## src/design/toia_pkg.sv

```systemverilog
// ----------------------------------------------------------------------------
// toia_pkg
// Types and constants shared by the tracked object id allocator.
// ----------------------------------------------------------------------------
package toia_pkg;

	localparam int SHORT_W = 8;
	localparam int CFG_IDX_W = 3;
	localparam int CFG_DATA_W = 16;

	localparam logic [CFG_IDX_W-1:0] REG_ABSENCE_LIMIT = 3'd0;
	localparam logic [CFG_IDX_W-1:0] REG_PED_KEEP_MS = 3'd1;
	localparam logic [CFG_IDX_W-1:0] REG_CONF_THRESHOLD = 3'd2;
	localparam logic [CFG_IDX_W-1:0] REG_LATERAL_LIMIT = 3'd3;

	localparam logic MODE_TICK = 1'b0;
	localparam logic MODE_OBSERVE = 1'b1;

	localparam logic [7:0] TYPE_PEDESTRIAN = 8'd1;
	localparam logic [4:0] ABSENCE_MAX = 5'd31;

	typedef struct packed {
		logic        mode;
		logic [31:0] frame_time_ms;
		logic [31:0] track_id;
		logic [15:0] confidence;
		logic signed [15:0] lateral_cm;
		logic [7:0]  object_type;
	} item_t;

	typedef struct packed {
		logic [7:0] short_id;
		logic       newly_assigned;
		logic       accepted;
		logic [7:0] released_count;
	} result_t;

	typedef struct packed {
		logic [4:0]  absence_limit;
		logic [15:0] pedestrian_keep_ms;
		logic [15:0] confidence_threshold;
		logic [14:0] lateral_limit_cm;
	} cfg_t;

	typedef struct packed {
		logic [31:0] tracker;
		logic [4:0]  absence;
		logic        has_state;
		logic        pedestrian;
		logic [31:0] last_seen_ms;
	} entry_t;

	typedef struct packed {
		logic   match;
		logic   expire;
		entry_t aged;
	} eval_t;

	typedef enum logic [3:0] {
		ST_IDLE   = 4'b0001,
		ST_SCAN   = 4'b0010,
		ST_FINISH = 4'b0100,
		ST_DONE   = 4'b1000
	} state_t;

endpackage

```

## src/design/toia_entry_unit.sv

```systemverilog
// ----------------------------------------------------------------------------
// toia_entry_unit
// Shared per-entry evaluator: tracker match, aging and expiry of one entry.
// ----------------------------------------------------------------------------
module toia_entry_unit import toia_pkg::*; (
	input  entry_t entry,
	input  item_t  item,
	input  cfg_t   cfg,
	output eval_t  result
);
	logic [31:0] age_ms;
	logic [4:0]  absence_next;

	always_comb begin
		age_ms = item.frame_time_ms - entry.last_seen_ms;
		absence_next = (entry.absence < ABSENCE_MAX) ? entry.absence + 5'd1 : entry.absence;
		result.match = (entry.tracker == item.track_id);
		result.aged = entry;
		result.aged.absence = absence_next;
		if (entry.has_state && entry.pedestrian) begin
			result.expire = age_ms > {16'd0, cfg.pedestrian_keep_ms};
		end else begin
			result.expire = absence_next >= cfg.absence_limit;
		end
	end
endmodule

```

## config.mk

```make
export PLATFORM = sky130hd
export DESIGN_NAME = toia_entry_unit
export DESIGN_NICKNAME = d
export VERILOG_FILES = /design/src/design/toia_pkg.sv /design/src/design/toia_entry_unit.sv
export SDC_FILE = /design/constraint.sdc
export NUM_CORES = 1
export LEC_CHECK = 0
export BUFFER_PORTS_ARGS = -buffer_cell sky130_fd_sc_hd__buf_2
export CAP_MARGIN = 20
export CORE_AREA = 4 4 115 117
export DETAILED_ROUTE_END_ITERATION = 10
export DIE_AREA = 0 0 119 121
export GPL_TIMING_DRIVEN = 0
export PLACE_DENSITY_LB_ADDON = 0.08
export REMOVE_ABC_BUFFERS = 1
export SETUP_SLACK_MARGIN = 0.02
export SLEW_MARGIN = 20
export SYNTH_ARGS = -nofsm -noshare
export SYNTH_HDL_FRONTEND = slang
export SYNTH_SLANG_ARGS = --single-unit
```

## constraint.sdc

```tcl
create_clock -name vclk -period 13.9
set_clock_uncertainty 0.05 [all_clocks]
set_input_delay 4.17 -clock vclk [all_inputs]
set_output_delay 4.17 -clock vclk [all_outputs]
set_load 0.01 [all_outputs]
```

Yosys cells after proc, flatten, opt, wreduce, memory -nomap -nowiden --
Index checks and enable logic that the tools add are counted.
Word-level totals: register bits 0, output and inout bits 73, input port bits 228
Operators by class: add/sub/neg operators 2, reduce and logical (&&, ||, !) cells 1, eq/ne operators 1, order comparisons 3, muxes and demuxes 2
Operator list (number):
- $eq 32x32->1 | 1
- $gt 32x16->1 | 1
- $sub 32x32->32 | 1
- $add 5x1->5 const B | 1
- $ge 5x5->1 | 1
- $lt 5x5->1 const B | 1
- $mux 5 | 1
- $logic_and 1x1->1 | 1
- $mux 1 | 1

Logic depth before layout (Yosys ltp) --
depth in word-level cells 4, gate-level depth with buffers 20, depth with buffers taken out 20

Worst setup path after synthesis --
Ideal clock, no wire load.
path kind in2out, from input entry[3] in the netlist's numbering, to output result[71] in the netlist's numbering, arrival time 7752 ps, required time 9680 ps, cell stages on the path 19, setup slack 1928 ps, cells stage by stage inv_1 ha_1 a21o_1 a21oi_1 nand2_1 a31oi_1 o21bai_1 a21oi_1 xnor2_1 ha_1 nand4_1 nor4_1 a2111oi_0 a22oi_1 or4_1 a2111oi_2 nand4_1 nor4_1 a31oi_1
RTL lines:
- start, declared | RTL line toia_entry_unit.sv:6 | input entry_t entry,
- end, declared | RTL line toia_entry_unit.sv:9 | output eval_t result

==> run summary <==
PLACEMENT
----------------------------------------------------------------------------------
Placed instance count ...............................................          821
Count of input and output buffers ...................................          229
Pre-CTS WS ..........................................................      1048 ps
Placed wire-length estimate after detailed placement ................     11.57 mm
Global placer's final weighted congestion ...........................       0.8081
Total placed instance area .......................................... 0.004213 mm^2

DIE
----------------------------------------------------------------------------------
X dimension of the die ..............................................       119 um
Placeable core region ............................................... 0.01236 mm^2
Starting Density ....................................................       27.46%
DIE HEIGHT ..........................................................       121 um
Number of top-level design ports ....................................          301
Total number of placement rows ......................................           41
Area of the die ..................................................... 0.01440 mm^2

CLOCK NETWORK
----------------------------------------------------------------------------------
Number of hold buffers added after cts ..............................            0
Post-CTS Resized ....................................................            0
Post-CTS Repair Setup Buffers .......................................            0

SETUP PATH
----------------------------------------------------------------------------------
Kind of end point of the critical path ..............................  output port
Largest stage delay, worst path .....................................       560 ps
Most common cell on crit path ....................................... sky130_fd_sc_hd__nand4_1
Critical-path maximum fanout ........................................            6
Cell with the largest stage delay on the worst path ................. sky130_fd_sc_hd__or4_1
Required time at the worst-slack endpoint ...........................      9680 ps
Startpoint type of the worst setup path ............................. primary input
Type of the worst setup path ........................................ primary input to output port
Chain of cells forming the critical path ............................ buf_2 -> inv_1 -> ha_1 -> and3_1 -> nand4_1 -> a21oi_1 -> nor2_1 -> nand2_1 -> a21oi_1 -> xnor2_1 -> ha_1 -> nand4_1 -> nor4_1 -> a2111oi_0 -> a22oi_1 -> or4_1 -> a2111oi_2 -> nand4_1 -> nor4_1 -> a31oi_1 -> buf_2
Arrival time at the worst endpoint ..................................      8600 ps

FLOW RUN
----------------------------------------------------------------------------------
Count of max-cap constraint violations ..............................            0

POWER AND IR DROP
----------------------------------------------------------------------------------
Switching share of total power ......................................       55.23%
Proportion of power drawn by the clock network ......................           0%
Sw Pwr ..............................................................   0.09531 mW
Int Pwr .............................................................   0.07727 mW
Power per Cell Area ................................................. 40.97 mW/mm^2
Combinational group share of total power ............................       100.0%
Leakage power summed over all cells .................................     2.334 nW
Maximum VDD drop ....................................................   0.01229 mV
Share of total power in sequential cells ............................           0%

TIMING
----------------------------------------------------------------------------------
Worst-Margin Slew ...................................................     683.1 ps
Number of max-slew violations in the final report ...................            0
Final critical path time including I/O delays and setup .............    12,820 ps
Headroom to the max-slew limit ......................................       53.28%
Worst-case setup margin in the final layout .........................      1083 ps
Achievable Freq .....................................................    78.02 MHz
Final-report setup violation count ..................................            0
Share of the clock period used by the worst path ....................       92.21%
RSZ-0062 raised after global routing ................................        false
Post-Route Setup TNS ................................................         0 ps
Endpoints failing hold ..............................................            0

GLOBAL ROUTING
----------------------------------------------------------------------------------
Pin count of the biggest net entering global routing ................           11
Wire length of the first global-routing pass ........................     18.82 mm
Via count of the first global-routing pass ..........................        3,764
Antenna violations before repair ....................................            0
Overall routing resource usage ......................................       16.18%
Remaining Overflow, GRT .............................................            0

MIN PATH
----------------------------------------------------------------------------------
Class of the tightest hold or removal check ......................... primary input to output port

DRT
----------------------------------------------------------------------------------
Pre-antenna DRT Iters ...............................................            4
Drt total wl ........................................................     12.40 mm
Starting DRC count in detailed routing ..............................          167
Vias per Instance ...................................................        4.598
Vias ................................................................        3,775
DR WL/cell ..........................................................     15.10 um
Detail Route Antenna Nets ...........................................            0
Total DRC errors in the routed layout ...............................            0

FINAL LAYOUT
----------------------------------------------------------------------------------
Reg area ............................................................       0 um^2
Area added between synthesis and finish .............................       24.11%
Number of sequential cells ..........................................            0
Clkbuf count ........................................................            0
Antenna Cells .......................................................            0
Leading cell types in the layout, fill and taps excluded ............ sky130_fd_sc_hd__buf_2, sky130_fd_sc_hd__inv_1, sky130_fd_sc_hd__ha_1, sky130_fd_sc_hd__a21oi_1, sky130_fd_sc_hd__xor2_1
Final instance area ................................................. 0.004213 mm^2
Final cell count without fillers ....................................          821
Share of final-layout standard cells stronger than drive strength 1 .       36.36%
Layout net count ....................................................          933
Most common cell after layout, fill and taps aside .................. sky130_fd_sc_hd__buf_2

SYNTH
----------------------------------------------------------------------------------
Synth Area per Inst .................................................   6.871 um^2
Ys Warns ............................................................            0
Cell count after synthesis ..........................................          494
Sequential cell area fraction in the yosys report ...................           0%
Synth cell types ....................................................           52
Synthesized area .................................................... 0.003395 mm^2

OUTCOME
----------------------------------------------------------------------------------
Result of the run ................................................... finished, final reports clean

-- path summary, 6_finish.rpt --
check                     start         end  slack (ps)  cells past startpoint
worst max-delay path  entry[10]  result[71]        1080                     21
worst min-delay path  entry[24]  result[24]        8490                      2
-- area by class of cell --
| cell class | instances | area, um^2 |
|---|---|---|
| fill | 1413 | 8150 |
| multi-input combinational | 360 | 2626 |
| timing repair buffer | 229 | 1146 |
| inverter | 60 | 225.2 |
| tap | 172 | 215.2 |
-- per-layer routing --
metal | routed length (um) | vias to the layer above | global-route usage (%)
met5 | 0 | - | 0
met4 | 95 | 0 | 1.159
met3 | 1013 | 6 | 3.683
met2 | 5323 | 154 | 26.28
met1 | 5966 | 1644 | 22.80
li1 | - | 1971 | -
-- power by group through the flow --
stage               clock network [mW]  registers (mW)  logic [mW]
finish                               0               0       0.173
floorplan                            0               0       0.102
detailed placement                   0               0       0.174
global route                         0               0       0.196
global placement                     0               0       0.172
CTS                                  0               0       0.175
-- worst max-delay path: cells and delay by family --
family | cells | cell delay (ps)
xor+xnor | 1 | 220
fa+ha+maj | 2 | 670
simple gates | 9 | 1880
compound gates | 6 | 1390
buf+inv | 3 | 290
-- synthesized netlist by cell type, drive strengths merged (9+ instances only) --
master	number	area share [%]
nor4	10	1.8
xor2	39	10
nand4	16	2.9
o21a	9	2.0
a21oi	43	6.5
ha	53	20
nand3	13	1.9
xnor2	12	3.1
nor2	29	3.2
o21ai	20	2.9
buf	71	16
inv	60	6.6
nand2	31	3.4
a21o	9	2.0
-- cell families after synthesis --
| group | after synthesis | synth area share [%] |
|---|---|---|
| simple gates | 131 | 19.61 |
| buf+inv | 134 | 22.63 |
| fa+ha+maj | 54 | 20.13 |
| compound gates | 120 | 23.30 |
| xor+xnor | 51 | 13.16 |
| mux | 4 | 1.180 |
-- per-stage QoR --
stage / util (%) / hold WS, ps / power, mW
global route: 34.08 / 8494 / 0.1959
finish: 34.08 / 8489 / 0.1726
detailed placement: 34.08 / 8489 / 0.1736
CTS: 34.08 / 8489 / 0.1748
floorplan: - / 8290 / 0.1019
global placement: 34.08 / 8490 / 0.1724
(Power assumes the default switching activity.)
