File: config.mk
export PLATFORM = sky130hd
export DESIGN_NAME = toia_ram
export DESIGN_NICKNAME = d
export VERILOG_FILES = /design/src/design/toia_ram.sv
export SDC_FILE = /design/constraint.sdc
export NUM_CORES = 1
export LEC_CHECK = 0
export CORE_MARGIN = 5
export CORE_UTILIZATION = 50
export CTS_BUF_LIST = sky130_fd_sc_hd__clkbuf_8
export CTS_CLUSTER_SIZE = 40
export DETAILED_ROUTE_END_ITERATION = 7
export DONT_BUFFER_PORTS = 1
export PLACE_DENSITY = 0.69
export SYNTH_ARGS = -nofsm -noshare
export SYNTH_HDL_FRONTEND = slang
export SYNTH_SLANG_ARGS = --single-unit
File: constraint.sdc
create_clock -name clk -period 2.3 [get_ports clk]
set_input_delay 0.69 -clock clk [delete_from_list [all_inputs] [get_ports clk]]
set_output_delay 0.69 -clock clk [all_outputs]
set_load 0.05 [all_outputs]
File: src/design/toia_ram.sv
// ----------------------------------------------------------------------------
// toia_ram
// Generic single write, single read RAM with registered read data.
// ----------------------------------------------------------------------------
module toia_ram #(
	parameter int WIDTH = 8,
	parameter int DEPTH = 16,
	parameter int AW = (DEPTH > 1) ? $clog2(DEPTH) : 1
) (
	input  logic             clk,
	input  logic             we,
	input  logic [AW-1:0]    waddr,
	input  logic [WIDTH-1:0] wdata,
	input  logic             re,
	input  logic [AW-1:0]    raddr,
	output logic [WIDTH-1:0] rdata
);
	logic [WIDTH-1:0] mem_q [DEPTH];

	always_ff @(posedge clk) begin
		if (we) begin
			mem_q[waddr] <= wdata;
		end
		if (re) begin
			rdata <= mem_q[raddr];
		end
	end
endmodule

### Word level (Yosys, flattened, before mapping)

Memory sizes are Yosys's and may differ from the RTL's. A register that Yosys moved wholly into a read port is not among the register bits.
Cells that the tools add are included.

* memories: 1
* bits in registers: 0
* output and inout bits: 8
* word-level logic and storage cells: 3
* RAM bits: 128

* mux-type cells: 2

Memory list
* mem_q: words 16, bits a word 8, read ports 1, clocked after memory_dff 1, wr ports 1, RTL line 18 `logic [WIDTH-1:0] mem_q [DEPTH];`

Operators by type and width (count)
* 1-bit two-way mux: 2

### Depth between registers and ports, before layout

Gate-level depths: netlist of run 1.

* word-level depth: 2
* depth in mapped cells: 5

### Worst setup path after synthesis of run 1

OpenSTA, ideal clock, no wires.

* path type: input to register
* start: input waddr[2]
* end: memory mem_q[0][0], enable pin
* buffers on the path: 0
* arrival time: 1.800 ns
* library setup time: 0.383 ns
* setup slack: 0.117 ns
* stages: 2
* path through: or3b_2 -> nor3_1

RTL lines
* from (decl): RTL line 12 `input logic [AW-1:0] waddr,`
* to (decl): RTL line 18

Straight into the memory's write port.

### Final worst setup path of run 1

* start: register rdata[4], read port of mem_q
* end: output rdata[4]

RTL lines
* from (decl): RTL line 16 `output logic [WIDTH-1:0] rdata`

No word-level cell between the ends.

==> impl_metrics.env, run 1 <==
export IMPL_area_growth_pct=11.9
export IMPL_drive_above_1_share_pct=23.0
export IMPL_cts_root_buf="clkbuf_8"
export IMPL_grt_util_met1_pct=21.8
export IMPL_clockBufferDepth=2
export IMPL_p_leak_nw=1.92
export IMPL_htree_levels=4
export IMPL_ctsResizeCount=0
export IMPL_vias=2355
export IMPL_rows=37
export IMPL_yosys_warnings=0
export IMPL_synth_top_cell_area_share_pct=78.1
export IMPL_fin_crit_sh_pct=79.4
export IMPL_cts_setup_buffers=0
export IMPL_globalRoute_busiestLayer="met2"
export IMPL_synth_edf_count=136
export IMPL_grt_use_met2_pct=25.7
export IMPL_route_antenna_remaining_nets=0
export IMPL_grt_overflow_total=0
export IMPL_wire_per_inst_um=23.8
export IMPL_yosysTopAreaCell="edfxtp_1"
export IMPL_setup_viol=0
export IMPL_clk_insertion_delay_late_ps=440
export IMPL_timing_fmax_mhz=547
export IMPL_grt_pass1_wl_mm=14.9
export IMPL_wirelength_mm=9.64
export IMPL_worstPathRequired_ps=1610
export IMPL_drv_cap=0
export IMPL_cts_buffers=17
export IMPL_reg2regPathDepth=3
export IMPL_final_common_cell="edfxtp_1"
export IMPL_reg2reg_to="rdata[4]$_DFFE_PP_"
export IMPL_synth_nets=248
export IMPL_fin_nets=275
export IMPL_postSynthCellCount=229
export IMPL_ys_flop_type="edfxtp_1"
export IMPL_dp_hpwl_mm=6.01
export IMPL_hp_class="input port to flop"
export IMPL_antenna_found_initial=0
export IMPL_p_total_mw=4.97
export IMPL_slew_headroom_pct=62.9
export IMPL_finalHoldViolCount=0
export IMPL_cts_tree="done"
export IMPL_grt_max_degree=33
export IMPL_drv_slew=0
export IMPL_viasPerCell=5.81
export IMPL_worstHoldStart="wdata[5]"
export IMPL_final_cell_mix="edfxtp_1 (136), mux4_2 (18), buf_4 (18), clkbuf_8 (17), a22oi_1 (16)"
export IMPL_ys_seq_elements=136
export IMPL_r2r_slack_ps=800
export IMPL_tightest_slew_ps=558
export IMPL_arrival_ps=1140
export IMPL_core_area_um2=10300
export IMPL_start_util_pct=50.9
export IMPL_dr_pass1_iters=5
export IMPL_drtIter0Drc=237
export IMPL_post_route_drc_count=0
export IMPL_clk_pin_slew_ps=70
export IMPL_fp_dieArea_um2=12600
export IMPL_ys_types=18
export IMPL_die_h_um=112
export IMPL_fin_crit_ps=1830
export IMPL_antennaDiodeCount=0
export IMPL_use_met3_pct=5.61
export IMPL_startpoint_type="flop"
export IMPL_ir_drop_mv=0.311
export IMPL_r2r_start="mem_q[9][4]$_DFFE_PP_"
export IMPL_clock_skew_ps=8.21
export IMPL_io_pin_count=27
export IMPL_rsz0062_at_grt="no"
export IMPL_async_reset_ff_share_pct=0
export IMPL_routabilityCongestion=0.710
export IMPL_crit_path_end_kind="output port"
export IMPL_crit_type="flop to output port"
export IMPL_whs_path_depth=0
export IMPL_synth_seq_area_share_pct=78.1
export IMPL_hold_buffers=0
export IMPL_io_buffers=0
export IMPL_track_usage_pct=16.8
export IMPL_fin_setup_tns_ps=0
export IMPL_grt_pass1_vias=2476
export IMPL_die_w_um=112
export IMPL_status="finished, final reports clean"
export IMPL_holdPathEnd="mem_q[14][5]$_DFFE_PP_"
export IMPL_avgSynthCellArea_um2=22.8
export IMPL_syn_cell_area_um2=5230
export IMPL_synthTopCellsByArea="edfxtp_1 (78%), mux4_2 (7.8%), mux4_1 (7.0%)"
export IMPL_path_max_fanout=1
export IMPL_whs_ps=343
export IMPL_cts_sinks=136
export IMPL_power_density_nw_per_um2=850
## layout make-up
cell class,instances,area (um2)
Tap cell,136,170
Clock buffer,17,234
Clock inverter,15,169
Fill cell,746,4430
Timing Repair Buffer,18,135
Sequential cell,136,4080
Multi-Input combinational cell,83,1060
## layer usage
| metal | routed length (um) | up-vias |
|---|---|---|
| met4 | 173 | 0 |
| met5 | 0 | - |
| met1 | 3890 | 1194 |
| met2 | 4640 | 113 |
| met3 | 941 | 15 |
| li1 | - | 1033 |
## per-stage QoR
stage	cells	setup slack (ps)	area, um2	util, %
final	405	473	5850	56.9
after global routing	405	417	5850	56.9
after CTS	405	434	5850	56.9
after detailed placement	373	414	5450	53.0
after global placement	373	457	5450	53.0
after floorplan	229	117	5230	-
## power by group
part | switching, mW | internal, mW
clock network | 0.826 | 1.15
logic | 0.0650 | 0.0858
registers | 0.0589 | 2.79
## sequential cells by signal, summed over array words and instances (netlist names)
signal  count
mem_q     128
rdata       8
## Yosys cell counts (2+ instances only)
cell / instances
nand2b_1: 2
buf_6: 3
buf_2: 3
nand2_1: 9
edfxtp_1: 136
nor2_1: 13
a22oi_1: 16
nand3b_1: 2
mux4_2: 18
nor3_1: 4
mux4_1: 14
clkdlybuf4s25_2: 3
## logic make-up after synthesis
group / count (synthesis) / share of synthesized area [%]
multiplexers: 32 / 14.8
buffers and inverters: 10 / 1.65
AND/OR/NAND/NOR: 35 / 3.14
flip-flops: 136 / 78.1
AO/OA/AOI/OAI: 16 / 2.30
## worst max-delay path by stage
stage                                  start               endpoint  slack, ps  depth (start not counted)
after floorplan                     waddr[2]  mem_q[0][0]$_DFFE_PP_        120                          2
after global placement              waddr[2]  mem_q[0][1]$_DFFE_PP_        460                          3
after detailed placement            raddr[0]     rdata[4]$_DFFE_PP_        410                          3
after CTS                 rdata[4]$_DFFE_PP_               rdata[4]        430                          0
after global routing      rdata[4]$_DFFE_PP_               rdata[4]        420                          0
final                     rdata[4]$_DFFE_PP_               rdata[4]        470                          0
Note: power is estimated with default switching activity, not from simulation.
==> run 2, diff against run 1 <==
==> constraint.sdc (replaced) <==
create_clock -name clk -period 1.6 [get_ports clk]
set_input_delay 0.48 -clock clk [delete_from_list [all_inputs] [get_ports clk]]
set_output_delay 0.48 -clock clk [all_outputs]
set_load 0.05 [all_outputs]
==> run 2 against run 1 <==
Compared with the run above: flip-flop and latch count is the same; non-clock buffer count fell by 1; sequential share of layout area rose by 0.21 points; worst hold slack lost 190 ps; utilization is 0.17 points lower; via count decreased by 1.5%; worst setup slack got worse by 470 ps; cell count is 0.49% lower; routed wire length up 0.19%; register-to-register slack lost 670 ps; clock skew grew 1.7 ps; highest routed layer unchanged.
==> impl_metrics.env, run 2 (same netlist as run 1, synthesis figures left out) <==
export IMPL_antenna_found_initial=0
export IMPL_start_util_pct=50.9
export IMPL_worst_path_stages=0
export IMPL_core_area_um2=10300
export IMPL_fp_dieArea_um2=12600
export IMPL_grt_overflow_total=0
export IMPL_drv_slew=0
export IMPL_path_max_fanout=1
export IMPL_reg_top3="mem_q (128), rdata (8)"
export IMPL_finalNonFillerCells=403
export IMPL_clk_insertion_delay_late_ps=420
export IMPL_io_pin_count=27
export IMPL_dr_pass1_iters=4
export IMPL_final_common_cell="edfxtp_1"
export IMPL_status="finished, final reports clean"
export IMPL_clk_pin_slew_ps=70
export IMPL_fin_crit_ps=1600
export IMPL_rows=37
export IMPL_fin_nets=274
export IMPL_endpoint="rdata[4]"
export IMPL_placed_area_um2=5470
export IMPL_route_antenna_remaining_nets=0
export IMPL_antennaDiodeCount=0
export IMPL_power_density_nw_per_um2=1170
export IMPL_stdcell_area_um2=5830
export IMPL_drv_cap=0
export IMPL_finalHoldViolCount=0
export IMPL_place_inst=372
export IMPL_grt_pass1_wl_mm=15.1
export IMPL_startpoint_type="flop"
export IMPL_largest_reg_flops=128
export IMPL_arrival_ps=1120
export IMPL_n_fill_cell=763
export IMPL_vias=2319
export IMPL_hp_class="input port to flop"
export IMPL_reg2regPathDepth=3
export IMPL_worstPathRequired_ps=1120
export IMPL_die_w_um=112
export IMPL_cts_tree="done"
export IMPL_grt_max_degree=33
export IMPL_timing_fmax_mhz=626
export IMPL_wirelength_mm=9.66
export IMPL_crit_path_end_kind="output port"
export IMPL_drive_above_1_share_pct=29.6
export IMPL_track_usage_pct=16.8
export IMPL_clock_skew_ps=9.91
export IMPL_r2r_start="mem_q[11][2]$_DFFE_PP_"
export IMPL_die_h_um=112
export IMPL_area_growth_pct=11.6
export IMPL_cts_sinks=136
export IMPL_wire_per_inst_um=24.0
export IMPL_tightest_slew_ps=839
export IMPL_drtIter0Drc=306
export IMPL_hold_buffers=0
export IMPL_reg2reg_to="rdata[2]$_DFFE_PP_"
export IMPL_viasPerCell=5.75
export IMPL_crit_type="flop to output port"
export IMPL_final_cell_mix="edfxtp_1 (136), mux4_2 (28), clkbuf_8 (17), a22oi_1 (14), buf_4 (14)"
export IMPL_clockBufferDepth=2
export IMPL_cts_root_buf="clkbuf_8"
export IMPL_r2r_slack_ps=130
export IMPL_io_buffers=0
export IMPL_htree_levels=4
export IMPL_fin_crit_sh_pct=99.8
export IMPL_ir_drop_mv=0.495
export IMPL_regMostFlops="mem_q"
export IMPL_whs_ps=149
export IMPL_setup_viol=0
export IMPL_slew_headroom_pct=43.9
export IMPL_startpoint="rdata[4]$_DFFE_PP_"
export IMPL_p_leak_nw=1.86
export IMPL_rsz0062_at_grt="yes"
export IMPL_post_route_drc_count=0
export IMPL_dp_hpwl_mm=6.12
export IMPL_cts_buffers=17
export IMPL_grt_pass1_vias=2440
export IMPL_routabilityCongestion=0.756
[run 2: area by class of cell]
cell class	instances	area (um2)	share of cell area, %
clock buffers	17	234	4.01
clock inverters	14	118	2.02
multi-input cells	83	1060	18.2
flip-flops and latches	136	4080	70.0
well taps	136	170	2.92
repair buffers	17	165	2.83
[run 2: timing repair]
item,CTS,global route
endpoints found under the hold margin,0,0
setup buffers,0,0
gates resized for setup,0,2
setup endpoints to repair,4,6
[run 2: power breakdown]
| group | switching (mW) | internal (mW) | leakage [nW] |
|---|---|---|---|
| sequential | 0.0863 | 4.02 | 1.24 |
| combinational | 0.0992 | 0.130 | 0.437 |
| clock | 1.17 | 1.33 | 0.183 |
| total | 1.35 | 5.47 | 1.86 |
[run 2: metrics by stage]
stage	setup slack [ps]	utilization (%)	total power [mW]	TNS, ps
2_1_floorplan	-99.0	-	4.39	-677
3_3_place_gp	-74.2	53.2	4.40	-107
3_5_place_dp	-86.7	53.2	4.41	-184
4_1_cts	-29.1	56.6	6.87	-61.0
5_1_grt	-44.9	56.7	7.07	-116
6_report	3.45	56.7	6.82	0
[run 2: metal layers]
metal	up-vias	routed length, um	GRT usage, %
li1	1018	-	-
met1	1203	4210	24.6
met2	89	4620	24.0
met3	9	692	4.58
met4	0	137	7.45
met5	-	0	0
[run 2: worst min path at each step]
stage	slack [ps]	depth (start not counted)	endpoint	from
after floorplan	580	0	mem_q[0][0]$_DFFE_PP_	wdata[0]
after detailed placement	580	0	mem_q[13][3]$_DFFE_PP_	wdata[3]
after global routing	110	0	mem_q[4][6]$_DFFE_PP_	wdata[6]
after global placement	580	0	mem_q[10][7]$_DFFE_PP_	wdata[7]
after CTS	120	0	mem_q[10][1]$_DFFE_PP_	wdata[1]
final	150	0	mem_q[10][1]$_DFFE_PP_	wdata[1]
==> run 3, diff against run 2 <==
--- a/config.mk
+++ b/config.mk
@@ -11,7 +11,7 @@
 export CTS_CLUSTER_SIZE = 40
 export DETAILED_ROUTE_END_ITERATION = 7
 export DONT_BUFFER_PORTS = 1
-export PLACE_DENSITY = 0.69
+export PLACE_DENSITY = 0.66
 export SYNTH_ARGS = -nofsm -noshare
 export SYNTH_HDL_FRONTEND = slang
 export SYNTH_SLANG_ARGS = --single-unit
==> constraint.sdc (replaced) <==
create_clock -name clk -period 1.5 [get_ports clk]
set_input_delay 0.075 -clock clk [delete_from_list [all_inputs] [get_ports clk]]
set_output_delay 0.075 -clock clk [all_outputs]
set_load 0.05 [all_outputs]
==> run 3 against run 2 <==
Compared with the run above: first-iteration DRC count fell by 40%; utilization rose by 1.6 points; combinational power up 43%; non-clock buffer count grew 13; critical path depth grew 3; power up 12%; global-route usage down 0.26 points.
==> impl_metrics.env, run 3 (same netlist as run 1, synthesis figures left out) <==
export IMPL_status="finished, final reports clean"
export IMPL_max_stage_delay_ps=540
export IMPL_stdcell_area_um2=5990
export IMPL_htree_levels=4
export IMPL_io_buffers=0
export IMPL_post_route_drc_count=0
export IMPL_worstPathRequired_ps=1670
export IMPL_grt_pass1_wl_mm=14.7
export IMPL_r2r_start="mem_q[9][1]$_DFFE_PP_"
export IMPL_worstPathCellList="mux4_1 > a22oi_2 > nand2_1"
export IMPL_drv_slew=0
export IMPL_fin_crit_sh_pct=96.5
export IMPL_grt_max_degree=33
export IMPL_cp_buffers_inverters=0
export IMPL_dr_pass1_iters=4
export IMPL_ir_drop_mv=0.631
export IMPL_timing_fmax_mhz=691
export IMPL_p_total_mw=7.65
export IMPL_core_area_um2=10300
export IMPL_clk_pin_slew_ps=80
export IMPL_rsz0062_at_grt="no"
export IMPL_track_usage_pct=16.6
export IMPL_switching_share_pct=20.9
export IMPL_crit_path_end_kind="flop"
export IMPL_antenna_found_initial=1
export IMPL_tightest_slew_ps=611
export IMPL_reg_top3="mem_q (128), rdata (8)"
export IMPL_crit_type="flop to flop"
export IMPL_critPathTopFamily="multiplexers"
export IMPL_slew_headroom_pct=59.2
export IMPL_hp_class="input port to flop"
export IMPL_r2r_slack_ps=50
export IMPL_wire_per_inst_um=23.9
export IMPL_cts_root_buf="clkbuf_8"
export IMPL_worstHoldStart="waddr[1]"
export IMPL_slowest_stage="mux4_1"
export IMPL_clk_insertion_delay_late_ps=420
export IMPL_p_leak_nw=1.95
export IMPL_cts_setup_buffers=0
export IMPL_arrival_ps=1620
export IMPL_placed_area_um2=5450
export IMPL_cts_sinks=136
export IMPL_cts_tree="done"
export IMPL_final_common_cell="edfxtp_1"
export IMPL_final_cell_mix="edfxtp_1 (136), mux4_2 (19), buf_4 (18), clkbuf_8 (17)"
export IMPL_reg2reg_to="rdata[1]$_DFFE_PP_"
export IMPL_startpoint_type="flop"
export IMPL_whs_path_depth=2
export IMPL_power_density_nw_per_um2=1280
export IMPL_start_util_pct=50.9
export IMPL_die_w_um=112
export IMPL_clockBufferDepth=2
export IMPL_reg2regPathDepth=3
export IMPL_fp_dieArea_um2=12600
export IMPL_finalHoldViolCount=0
export IMPL_holdPathEnd="mem_q[6][0]$_DFFE_PP_"
export IMPL_regMostFlops="mem_q"
export IMPL_viasPerCell=5.77
export IMPL_rows=37
export IMPL_path_max_fanout=1
export IMPL_fin_crit_ps=1450
export IMPL_grt_pass1_vias=2391
export IMPL_pwr_share_clk_pct=38.6
export IMPL_setup_viol=0
export IMPL_route_antenna_remaining_nets=0
export IMPL_drtIter0Drc=185
export IMPL_die_h_um=112
export IMPL_grt_overflow_total=0
export IMPL_antennaDiodeCount=0
export IMPL_routabilityCongestion=0.720
export IMPL_clock_skew_ps=10.4
export IMPL_drv_cap=0
export IMPL_fin_setup_tns_ps=0
export IMPL_startpoint="mem_q[9][1]$_DFFE_PP_"
export IMPL_fin_nets=287
export IMPL_p_sw_mw=1.59
export IMPL_seqPwrFrac_pct=57.1
export IMPL_dp_hpwl_mm=6.02
export IMPL_drive_above_1_share_pct=25.6
export IMPL_wirelength_mm=9.96
export IMPL_vias=2405
export IMPL_largest_reg_flops=128
export IMPL_area_growth_pct=14.6
export IMPL_p_int_mw=6.05
export IMPL_io_pin_count=27
export IMPL_cts_buffers=17
export IMPL_pwr_share_comb_pct=4.3
run 3: cell types whose count changed in the layout (fill, tap and decap cells not counted), sizes merged:
cell,previous run,this run
buf,17,18
dlygate4sd3,0,12
bufinv,2,3
run 3: how the worst max path moves through the flow:
stage | cells past startpoint | to
2_1_floorplan | 5 | rdata[1]$_DFFE_PP_
6_report | 3 | rdata[1]$_DFFE_PP_
3_5_place_dp | 3 | rdata[1]$_DFFE_PP_
4_1_cts | 3 | rdata[1]$_DFFE_PP_
3_3_place_gp | 3 | rdata[1]$_DFFE_PP_
5_1_grt | 3 | rdata[1]$_DFFE_PP_
run 3: area by class of cell:
type,count,area [um2]
clock buffer,17,234
clock inverter,15,160
fill,765,4290
multi-input combinational,83,1090
sequential,136,4080
tap,136,170
timing repair buffer,30,255
run 3: layer usage:
layer | share of wire [%] | routed length [um] | track usage [%] | up-vias
met4 | 0.98 | 98 | 5.05 | 2
met3 | 6.7 | 670 | 5.66 | 9
met1 | 46 | 4550 | 23.8 | 1250
li1 | - | - | - | 1059
met2 | 47 | 4640 | 24.3 | 85
met5 | 0.070 | 7 | 0 | -
run 3: what timing repair did:
action                                  4_1_cts  5_1_grt
resized for setup                             1        6
hold buffers                                  9        3
pin swaps                                     0        1
endpoints found under the hold margin       136        5
endpoints found under the setup margin        1        4
run 3: power by group through the flow:
stage / clock (mW) / combinational [mW] / sequential (mW)
after floorplan: 0 / 0.216 / 4.44
after global placement: 0 / 0.238 / 4.45
after detailed placement: 0 / 0.242 / 4.45
after CTS: 2.99 / 0.313 / 4.37
after global routing: 3.18 / 0.352 / 4.37
final: 2.95 / 0.327 / 4.37
run 3: metrics by stage:
stage | hold slack, ps | cells | setup slack, ps | util, %
after global routing | 5.89 | 417 | 0.907 | 58.3
after detailed placement | 175 | 373 | 21.1 | 53.0
final | 31.6 | 417 | 52.3 | 58.3
after CTS | 7.32 | 414 | 19.5 | 57.8
after global placement | 175 | 373 | 18.5 | 53.0
after floorplan | 174 | 229 | 143 | -
